File: src/design/eos_pkg.sv
// Shared types and constants for the encoder odometer speed filter.
// Payload structs, register indexes and reset values; no dependencies.
`timescale 1ns / 1ps
`default_nettype none

package eos_pkg;

  typedef struct packed {
    logic               opcode;
    logic signed [15:0] pulse_count;
  } eos_in_t;

  typedef struct packed {
    logic [15:0] speed_cm_s;
    logic [31:0] distance_cm;
    logic [15:0] raw_speed;
  } eos_out_t;

  // Configuration register indexes
  localparam logic [1:0] CfgDistPerPulse = 2'd0;
  localparam logic [1:0] CfgSamplePeriod = 2'd1;
  localparam logic [1:0] CfgMinPulses    = 2'd2;
  localparam logic [1:0] CfgSmoothShift  = 2'd3;

  // Request opcodes
  localparam logic OpSample = 1'b0;
  localparam logic OpClear  = 1'b1;

  // Hundredths of a millimetre per centimetre
  localparam logic [10:0] UnitsPerCm = 11'd1000;

  localparam logic [15:0] RstDistPerPulse = 16'd100;
  localparam logic [9:0]  RstSamplePeriod = 10'd100;
  localparam logic [7:0]  RstMinPulses    = 8'd2;
  localparam logic [3:0]  RstSmoothShift  = 4'd3;

endpackage

`default_nettype wire

File: src/design/encoder_odometer_speed_filter.sv
// Encoder odometer with low-pass speed filter, top level.
// Depends on eos_pkg for payload structs, register indexes and constants.
//
// Usage: each request on the in_ channel carries an opcode and a signed pulse
// count; each request yields exactly one result on the out_ channel with the
// filtered speed, the accumulated distance and the raw speed.
// A sample request runs a shift-add multiplier (one multiplier bit per cycle),
// an accumulate step, then two restoring dividers side by side (one quotient
// bit per cycle: by 1000 for the distance carry and by the sample period for
// the raw speed), then an update step that waits for the output register. A
// clear request goes straight to the update step. One request is in work at a
// time and in_ready returns the cycle after the update, so the block takes no
// new request until the last one has left its update step.
// The result sits in an output register: a stalled receiver holds out_valid
// and out_data steady, and the block still accepts and works on the next
// request, waiting in its update cycle until the output register is free.
// Synchronous active-low reset clears distance, remainder and both speeds, and restores
// the configuration registers to their defaults. Configuration writes take effect at once;
// the user must make them only while the block is idle, as the block does not enforce it.
`timescale 1ns / 1ps
`default_nettype none

module encoder_odometer_speed_filter (
  input  wire                   clk,
  input  wire                   rst_n,
  input  wire                   in_valid,
  output logic                  in_ready,
  input  eos_pkg::eos_in_t      in_data,
  output logic                  out_valid,
  input  wire                   out_ready,
  output eos_pkg::eos_out_t     out_data,
  input  wire                   cfg_we,
  input  wire  [1:0]            cfg_index,
  input  wire  [15:0]           cfg_wdata
);

  typedef enum logic [4:0] {
    S_IDLE = 5'b00001,
    S_MUL  = 5'b00010,
    S_ADD  = 5'b00100,
    S_DIV  = 5'b01000,
    S_FIN  = 5'b10000
  } state_t;

  state_t state_r, state_nxt;

  logic [15:0] dpp_r;
  logic [9:0]  period_r;
  logic [7:0]  min_r;
  logic [3:0]  shift_r;

  logic [31:0] dist_r, dist_nxt;
  logic [9:0]  rem_r, rem_nxt;
  logic [15:0] filt_r, filt_nxt;
  logic [15:0] last_raw_r, last_raw_nxt;

  logic        clear_r, clear_nxt;
  logic [4:0]  cnt_r, cnt_nxt;
  logic [31:0] prod_r, prod_nxt;   // product, then speed dividend/quotient
  logic [31:0] qa_r, qa_nxt;       // distance dividend/quotient
  logic [9:0]  ra_r, ra_nxt;
  logic [9:0]  rs_r, rs_nxt;
  logic [9:0]  div_r, div_nxt;

  logic              out_valid_r, out_valid_nxt;
  eos_pkg::eos_out_t out_data_r, out_data_nxt;

  logic        accept;
  logic        below;
  logic [14:0] pulses;
  logic [16:0] mul_sum;
  logic [10:0] trial_a, trial_s;
  logic        ge_a, ge_s;
  logic [15:0] raw;
  logic signed [15:0] diff_s;
  logic [15:0] step;
  logic        out_free;

  assign in_ready  = (state_r == S_IDLE);
  assign accept    = in_valid && in_ready;
  assign out_valid = out_valid_r;
  assign out_data  = out_data_r;
  assign out_free  = !out_valid_r || out_ready;

  // Negative counts and counts under the threshold contribute nothing
  assign below  = in_data.pulse_count[15] || ({1'b0, in_data.pulse_count[14:0]} < {8'd0, min_r});
  assign pulses = below ? 15'd0 : in_data.pulse_count[14:0];

  assign mul_sum = {1'b0, prod_r[31:16]} + (prod_r[0] ? {1'b0, dpp_r} : 17'd0);

  assign trial_a = {ra_r, qa_r[31]};
  assign ge_a    = (trial_a >= eos_pkg::UnitsPerCm);
  assign trial_s = {rs_r, prod_r[31]};
  assign ge_s    = (trial_s >= {1'b0, div_r});

  assign raw    = prod_r[15:0];
  assign diff_s = raw - filt_r;
  assign step   = 16'(diff_s >>> shift_r);

  always_comb begin
    state_nxt     = state_r;
    dist_nxt      = dist_r;
    rem_nxt       = rem_r;
    filt_nxt      = filt_r;
    last_raw_nxt  = last_raw_r;
    clear_nxt     = clear_r;
    cnt_nxt       = cnt_r;
    prod_nxt      = prod_r;
    qa_nxt        = qa_r;
    ra_nxt        = ra_r;
    rs_nxt        = rs_r;
    div_nxt       = div_r;
    out_data_nxt  = out_data_r;
    out_valid_nxt = out_valid_r && !out_ready;

    case (state_r)
      S_IDLE: begin
        if (accept) begin
          clear_nxt = (in_data.opcode == eos_pkg::OpClear);
          cnt_nxt   = 5'd0;
          prod_nxt  = {17'd0, pulses};
          div_nxt   = (period_r == 10'd0) ? 10'd1 : period_r;
          state_nxt = (in_data.opcode == eos_pkg::OpClear) ? S_FIN : S_MUL;
        end
      end
      S_MUL: begin
        // Add the multiplicand under the low bit, shift the product right
        prod_nxt = {mul_sum, prod_r[15:1]};
        cnt_nxt  = cnt_r + 5'd1;
        if (cnt_r == 5'd15) begin
          state_nxt = S_ADD;
        end
      end
      S_ADD: begin
        qa_nxt    = {22'd0, rem_r} + prod_r;
        ra_nxt    = 10'd0;
        rs_nxt    = 10'd0;
        cnt_nxt   = 5'd0;
        state_nxt = S_DIV;
      end
      S_DIV: begin
        ra_nxt   = ge_a ? 10'(trial_a - eos_pkg::UnitsPerCm) : trial_a[9:0];
        qa_nxt   = {qa_r[30:0], ge_a};
        rs_nxt   = ge_s ? 10'(trial_s - {1'b0, div_r}) : trial_s[9:0];
        prod_nxt = {prod_r[30:0], ge_s};
        cnt_nxt  = cnt_r + 5'd1;
        if (cnt_r == 5'd31) begin
          state_nxt = S_FIN;
        end
      end
      S_FIN: begin
        // Hold here until the output register can take the result
        if (out_free) begin
          if (clear_r) begin
            dist_nxt = 32'd0;
            rem_nxt  = 10'd0;
          end else begin
            dist_nxt     = dist_r + qa_r;
            rem_nxt      = ra_r;
            last_raw_nxt = raw;
            if (filt_r == 16'd0 && raw != 16'd0) begin
              filt_nxt = raw;
            end else begin
              filt_nxt = filt_r + step;
            end
          end
          out_data_nxt.speed_cm_s  = clear_r ? filt_r : filt_nxt;
          out_data_nxt.distance_cm = clear_r ? 32'd0 : dist_nxt;
          out_data_nxt.raw_speed   = clear_r ? last_raw_r : last_raw_nxt;
          out_valid_nxt = 1'b1;
          state_nxt     = S_IDLE;
        end
      end
      default: begin
        state_nxt = S_IDLE;
      end
    endcase
  end

  always_ff @(posedge clk) begin
    if (!rst_n) begin
      state_r     <= S_IDLE;
      out_valid_r <= 1'b0;
      dist_r      <= 32'd0;
      rem_r       <= 10'd0;
      filt_r      <= 16'd0;
      last_raw_r  <= 16'd0;
      dpp_r       <= eos_pkg::RstDistPerPulse;
      period_r    <= eos_pkg::RstSamplePeriod;
      min_r       <= eos_pkg::RstMinPulses;
      shift_r     <= eos_pkg::RstSmoothShift;
    end else begin
      state_r     <= state_nxt;
      out_valid_r <= out_valid_nxt;
      dist_r      <= dist_nxt;
      rem_r       <= rem_nxt;
      filt_r      <= filt_nxt;
      last_raw_r  <= last_raw_nxt;
      if (cfg_we) begin
        case (cfg_index)
          eos_pkg::CfgDistPerPulse: dpp_r    <= cfg_wdata;
          eos_pkg::CfgSamplePeriod: period_r <= cfg_wdata[9:0];
          eos_pkg::CfgMinPulses:    min_r    <= cfg_wdata[7:0];
          eos_pkg::CfgSmoothShift:  shift_r  <= cfg_wdata[3:0];
          default: begin
          end
        endcase
      end
    end
  end

  always_ff @(posedge clk) begin
    clear_r    <= clear_nxt;
    cnt_r      <= cnt_nxt;
    prod_r     <= prod_nxt;
    qa_r       <= qa_nxt;
    ra_r       <= ra_nxt;
    rs_r       <= rs_nxt;
    div_r      <= div_nxt;
    out_data_r <= out_data_nxt;
  end

endmodule

`default_nettype wire
File: config.mk
export PLATFORM = sky130hd
export DESIGN_NAME = encoder_odometer_speed_filter
export DESIGN_NICKNAME = d
export VERILOG_FILES = /design/src/design/eos_pkg.sv /design/src/design/encoder_odometer_speed_filter.sv
export SDC_FILE = /design/constraint.sdc
export NUM_CORES = 1
export LEC_CHECK = 0
export BUFFER_PORTS_ARGS = -buffer_cell sky130_fd_sc_hd__buf_2
export CORE_MARGIN = 4
export CORE_UTILIZATION = 30
export DETAILED_ROUTE_END_ITERATION = 16
export GPL_ROUTABILITY_DRIVEN = 0
export HOLD_SLACK_MARGIN = 0.12
export PLACE_DENSITY = 0.47
export SYNTH_ARGS = -nofsm -noshare
export SYNTH_HDL_FRONTEND = slang
export SYNTH_SLANG_ARGS = --single-unit
File: constraint.sdc
create_clock -name clk -period 9.25 [get_ports clk]
set_input_delay 0.925 -clock clk [delete_from_list [all_inputs] [get_ports clk]]
set_output_delay 0.925 -clock clk [all_outputs]
set_load 0.02 [all_outputs]
# Word level (Yosys, flattened, before mapping)
# Cells that the tools add are included.
# word_totals
regBits	282
latchBits	0
ramBits	0
mem_bits_ro	0
memories	0
# classes
add_sub_neg	8
multipliers	0
div	0
n_lt_le_gt_ge	3
n_eq_ne	14
shifts	1
mux	26
n_bitwise	0
reduce_logical	24
# ops
cell	count
2-to-1 mux 16 bit	6
one-hot mux 32 bit (3 select lines)	1
2-to-1 mux 32 bit	2
one-hot mux 32 bit (2 select lines)	1
one-hot mux 10 bit (2 select lines)	2
adder 10 x 32 -> 32 bit	1
adder 32 bit	1
2-to-1 mux 10 bit	3
2-to-1 mux 5 bit	6
one-hot mux 5 bit (5 select lines)	1
adder 16 x 16 -> 17 bit	1
adder 16 bit	1
zero test 16 bit	1
AND reduction 2 bit	8
nonzero test 16 bit	1
>>> shifter 16 x 4 -> 16 bit	1
subtractor 16 bit	1
less-than comparator 15 x 8 -> 1 bit	1
2-to-1 mux 15 bit	1
one-hot mux 5 bit (3 select lines)	1
greater-or-equal comparator 11 x 10 -> 1 bit	1
greater-or-equal comparator 11 x 10 -> 1 bit (second input constant)	1
equality test 5 x 4 -> 1 bit (second input constant)	2
equality test 5 bit (second input constant)	2
other kinds (20)	29

# Logic depth before layout (Yosys ltp)
# logic_depth
word_depth	6
ltp_mapped	23

# Worst setup path before layout
# No wires, ideal clock.
# synth_timing
path_kind	reg-to-reg
from	register prod_r[0]
to	register out_data_r (netlist bit out_data[62]) (data pin)
setup_ns	0.270
t_arrival_ns	4.976
required_ns	8.980
setup_slack_ns	4.003
stages_incl_launch_ff	23
n_path_buf	0
period_less_slack_ns	5.247
path_cell_list	edfxtp_1 > inv_1 > ha_1 > fa_1 > nor2b_1 > o31a_1 > o31a_1 > nor4_1 > o21ai_0 > xor2_1 > mux4_2 > mux2i_1 > mux2i_1 > ha_1 > fa_1 > a21o_1 > a21oi_1 > o21ai_0 > a31o_2 > and2_1 > or4_1 > a32oi_1 > mux2i_1
# synth_via
elab_chain_len	6
# synth_lines
element	line_no	text
start, declared	encoder_odometer_speed_filter.sv:59	logic [31:0] prod_r, prod_nxt;
start signal, assigned	encoder_odometer_speed_filter.sv:215	prod_r <= prod_nxt;
subtractor 16 bit	encoder_odometer_speed_filter.sv:97	assign diff_s = raw - filt_r;
>>> shifter 16 x 4 -> 16 bit	encoder_odometer_speed_filter.sv:98	assign step = 16'(diff_s >>> shift_r);
adder 16 bit	encoder_odometer_speed_filter.sv:164	filt_nxt = filt_r + step;
2-to-1 mux 16 bit *	encoder_odometer_speed_filter.sv:161	if (filt_r == 16'd0 && raw != 16'd0) begin
2-to-1 mux 16 bit *	encoder_odometer_speed_filter.sv:154	if (clear_r) begin
2-to-1 mux 16 bit *	encoder_odometer_speed_filter.sv:167	out_data_nxt.speed_cm_s = clear_r ? filt_r : filt_nxt;
end signal, assigned	encoder_odometer_speed_filter.sv:220	out_data_r <= out_data_nxt;
end, declared	encoder_odometer_speed_filter.sv:66	eos_pkg::eos_out_t out_data_r, out_data_nxt;
# Mark *: on every way between the ends. The rest lies on a longest branch, timed or not.
# A chain may end at the register's enable or synchronous reset.

# Final worst setup path
# layout_timing
from	register filt_r[1]
to	register out_data_r (netlist bit out_data[62]) (data pin)
# layout_via
elab_chain_len	6
# layout_lines
element	line_no	text
start, declared	encoder_odometer_speed_filter.sv:54	logic [15:0] filt_r, filt_nxt;
start signal, assigned	encoder_odometer_speed_filter.sv:197	filt_r <= filt_nxt;
subtractor 16 bit	encoder_odometer_speed_filter.sv:97	
>>> shifter 16 x 4 -> 16 bit	encoder_odometer_speed_filter.sv:98	
adder 16 bit	encoder_odometer_speed_filter.sv:164	
2-to-1 mux 16 bit *	encoder_odometer_speed_filter.sv:161	
2-to-1 mux 16 bit *	encoder_odometer_speed_filter.sv:154	
2-to-1 mux 16 bit *	encoder_odometer_speed_filter.sv:167	
# Marks and branches as above.

==> impl_metrics.py <==
metrics = {
    "outcome": {
        "outcome": "finished, final reports clean",
    },
    "logic_synthesis": {
        "synth_edf_count": 164,
        "synth.net_count": 2067,
        "synth_warnings": 0,
        "synth_seq_cells": 282,
        "post-synth-top-area-fraction_pct": 28.43,
        "async_flop_share_pct": 0,
        "synthFlopType": "edfxtp_1",
        "yosys-top-cells-area": "edfxtp_1 28%, dfxtp_1 14%, ha_1 7.9%",
        "syn_avg_cell_area_sq_um": 9.059,
        "yosysMostFrequentCell": "nand2_1",
        "synthCells": 1912,
        "yosys.area.top_type": "edfxtp_1",
        "yosysSeqAreaShare_pct": 42.07,
        "ys_types": 85,
        "syn_area_sq_um": 17320,
        "synth_common_cells": "281 x nand2_1, 186 x a21oi_1, 164 x edfxtp_1, 144 x nor2_1, 118 x dfxtp_1",
    },
    "timing": {
        "worst_slew_pin_slew_ns": 1.112,
        "final-hold-violation-count": 0,
        "slew_headroom_pct": 25.86,
        "slew_violations": 0,
        "setup_ws_ns": 3.233,
        "grt_setup_unrepaired": "false",
        "finalCritPeriodShare_pct": 65.05,
        "max_freq_mhz": 166.2,
        "min_period_ns": 6.017,
        "setup_viol": 0,
        "fin_skew_ns": 0.01285,
        "setup_tns_ns": 0,
    },
    "clock_tree": {
        "clock-sinks": 282,
        "postCtsSetupBuffers": 0,
        "clock_latency_ns": 0.54,
        "clockRootBuffer": "clkbuf_16",
        "clk_path_buf_depth": 3,
        "hold_buffers": 0,
        "cts.clk_slew.worst_paths_ns": 0.06,
        "cts_resized": 0,
        "cts_tree": "built",
        "numCtsBuffers": 35,
        "cts_max_level": 2,
    },
    "finish": {
        "syn_to_final_growth_pct": 13.94,
        "fin_cells": 2756,
        "n_antenna_cell": 0,
        "nets": 2129,
        "drive_gt1_share_pct": 11.60,
    },
    "global_routing": {
        "grt_max_degree": 83,
        "grtUsageTotal_pct": 16.82,
        "grt_overflow": 0,
        "grt_pass1_vias": 13940,
        "antenna_found_initial": 1,
        "grt_pass1_wl_microns": 81000,
    },
    "floorplanning": {
        "coreArea_sq_um": 56820,
        "rows": 87,
        "dieWidth_microns": 248.3,
        "dieHeight_microns": 248.3,
        "start_util_pct": 30.48,
        "io_pins": 106,
        "fp.dieArea_sq_um": 61640,
    },
    "route": {
        "vias": 14290,
        "wl_per_cell_microns": 18.97,
        "wl_microns": 52280,
        "drc_errors": 0,
        "firstDrtPassIters": 7,
        "drtIter0Drc": 933,
        "avgViaCountPerCell": 5.185,
        "drtAntennaViolNets": 0,
    },
    "setup_path": {
        "crit_slowest_cell": "mux4_2",
        "crit_required_ns": 9.51,
        "crit_type": "register to register",
        "arrival_ns": 6.28,
        "critPathLaunchType": "register",
        "crit_top_cell": "mux2i_1",
        "crit_fanout": 7,
        "cp-end-kind": "register",
        "cp_slowest_stage_delay_ns": 0.53,
        "cp_cell_sequence": "inv_1 -> ha_1 -> or2_2 -> o21ai_0 -> o21ai_2 -> o22ai_1 -> mux2i_1 -> nand2_1 -> mux4_2 -> mux2i_1 -> mux2i_1 -> ha_1 -> fa_1 -> a21o_1 -> a21oi_1 -> o21ai_0 -> a31o_2 -> and2_1 -> or4_1 -> a32oi_1 -> mux2i_1",
    },
    "pwr": {
        "p_per_area_nw_per_um2": 185.5,
        "ir_drop_mv": 0.1151,
        "power.leakage_nw": 7.538,
    },
    "place": {
        "place_worst_setup_slack_ns": 3.332,
        "port_buffers": 105,
        "dp_cells": 2693,
        "detailed_place_hpwl_microns": 38370,
    },
    "run": {
        "drv_cap": 0,
    },
    "min_path": {
        "hp-class": "register to register",
    },
}
sequential cells by signal, summed over array words and instances (netlist names):
| signal | cells |
|---|---|
| prod_r | 32 |
| min_r | 8 |
| out_valid | 1 |
| dist_r | 32 |
| rs_r | 10 |
| rem_r | 10 |
| last_raw_r | 16 |
| qa_r | 32 |
| div_r | 10 |
| state_r | 5 |
| out_data | 64 |
| cnt_r | 5 |
| shift_r | 4 |
| ra_r | 10 |
| dpp_r | 16 |
| clear_r | 1 |
| period_r | 10 |
| filt_r | 16 |
metal layers:
metal,share of wire (%),up-vias,global-route usage [%]
li1,-,7011,-
met1,47,6810,23.49
met2,44,381,26.74
met3,5.4,89,2.583
met4,2.9,0,5.511
met5,0,-,0
cells in the final DEF, fill, tap and decap left out, types with 18 or more instances in the layout:
cell type,n
a21o_1,36
a21oi_1,185
o21a_1,20
a211oi_1,27
nand3_1,38
ha_1,109
edfxtp_1,164
o21ai_0,104
nor4_1,18
nor3_1,42
mux2i_1,40
inv_1,78
clkbuf_16,37
nand3b_1,19
nor2_1,144
xnor2_1,54
buf_2,105
xor2_1,37
dfxtp_1,118
and2_1,31
nand2_1,281
nor2b_1,22
mux2_2,18
final timing paths:
path	start	endpoint	slack [ns]	cells after the start
max	filt_r[1]	out_data[62]	3.23	21
min	dpp_r[7]	dpp_r[7]	0.45	2
max reg2reg	filt_r[1]	out_data[62]	3.23	21
min reg2reg	dpp_r[7]	dpp_r[7]	0.45	2
power breakdown:
part	total [mW]	switching (mW)	internal (mW)
Combinational	0.811	0.497	0.313
Sequential	1.47	0.0707	1.40
Clock	1.38	0.540	0.843
worst max-delay path, delay by kind of cell, from the launching register on:
kind | cells | cell delay (ns)
and+or+nand+nor | 4 | 1.04
buffers and inverters | 1 | 0.09
DFF | 1 | 0.50
muxes | 5 | 1.24
adders and majority gates | 3 | 0.86
AOI/OAI and AO/OA | 8 | 2.01
metrics by stage:
step / util [%] / total power, mW / hold slack [ns] / instance area, sq um
finish: 34.73 / 3.660 / 0.4496 / 19740
global route: 34.73 / 3.846 / 0.4688 / 19740
CTS: 34.73 / 3.700 / 0.4524 / 19740
detailed placement: 32.69 / 2.293 / 0.4453 / 18580
global placement: 32.69 / 2.290 / 0.4381 / 18580
floorplan: - / 2.036 / 0.4317 / 17320
layout make-up:
type	instances	area (sq um)
inverters	82	311.5
flip-flops and latches	282	7287
well taps	756	945.9
clock buffers	53	1056
clock inverters	10	102.6
fillers	5849	37090
repair buffers	122	653.1
multi-input cells	1451	9379
cell families after synthesis:
group                    Yosys count  share of synthesized area, %
buffers and inverters            179                         4.024
adder cells (fa/ha/maj)          115                         8.568
multiplexers                      65                         4.414
XOR/XNOR                          92                         4.732
AND/OR/NAND/NOR                  685                         18.44
flip-flops                       282                         42.07
AO/OA/AOI/OAI                    494                         17.75
(Power assumes the default switching activity.)
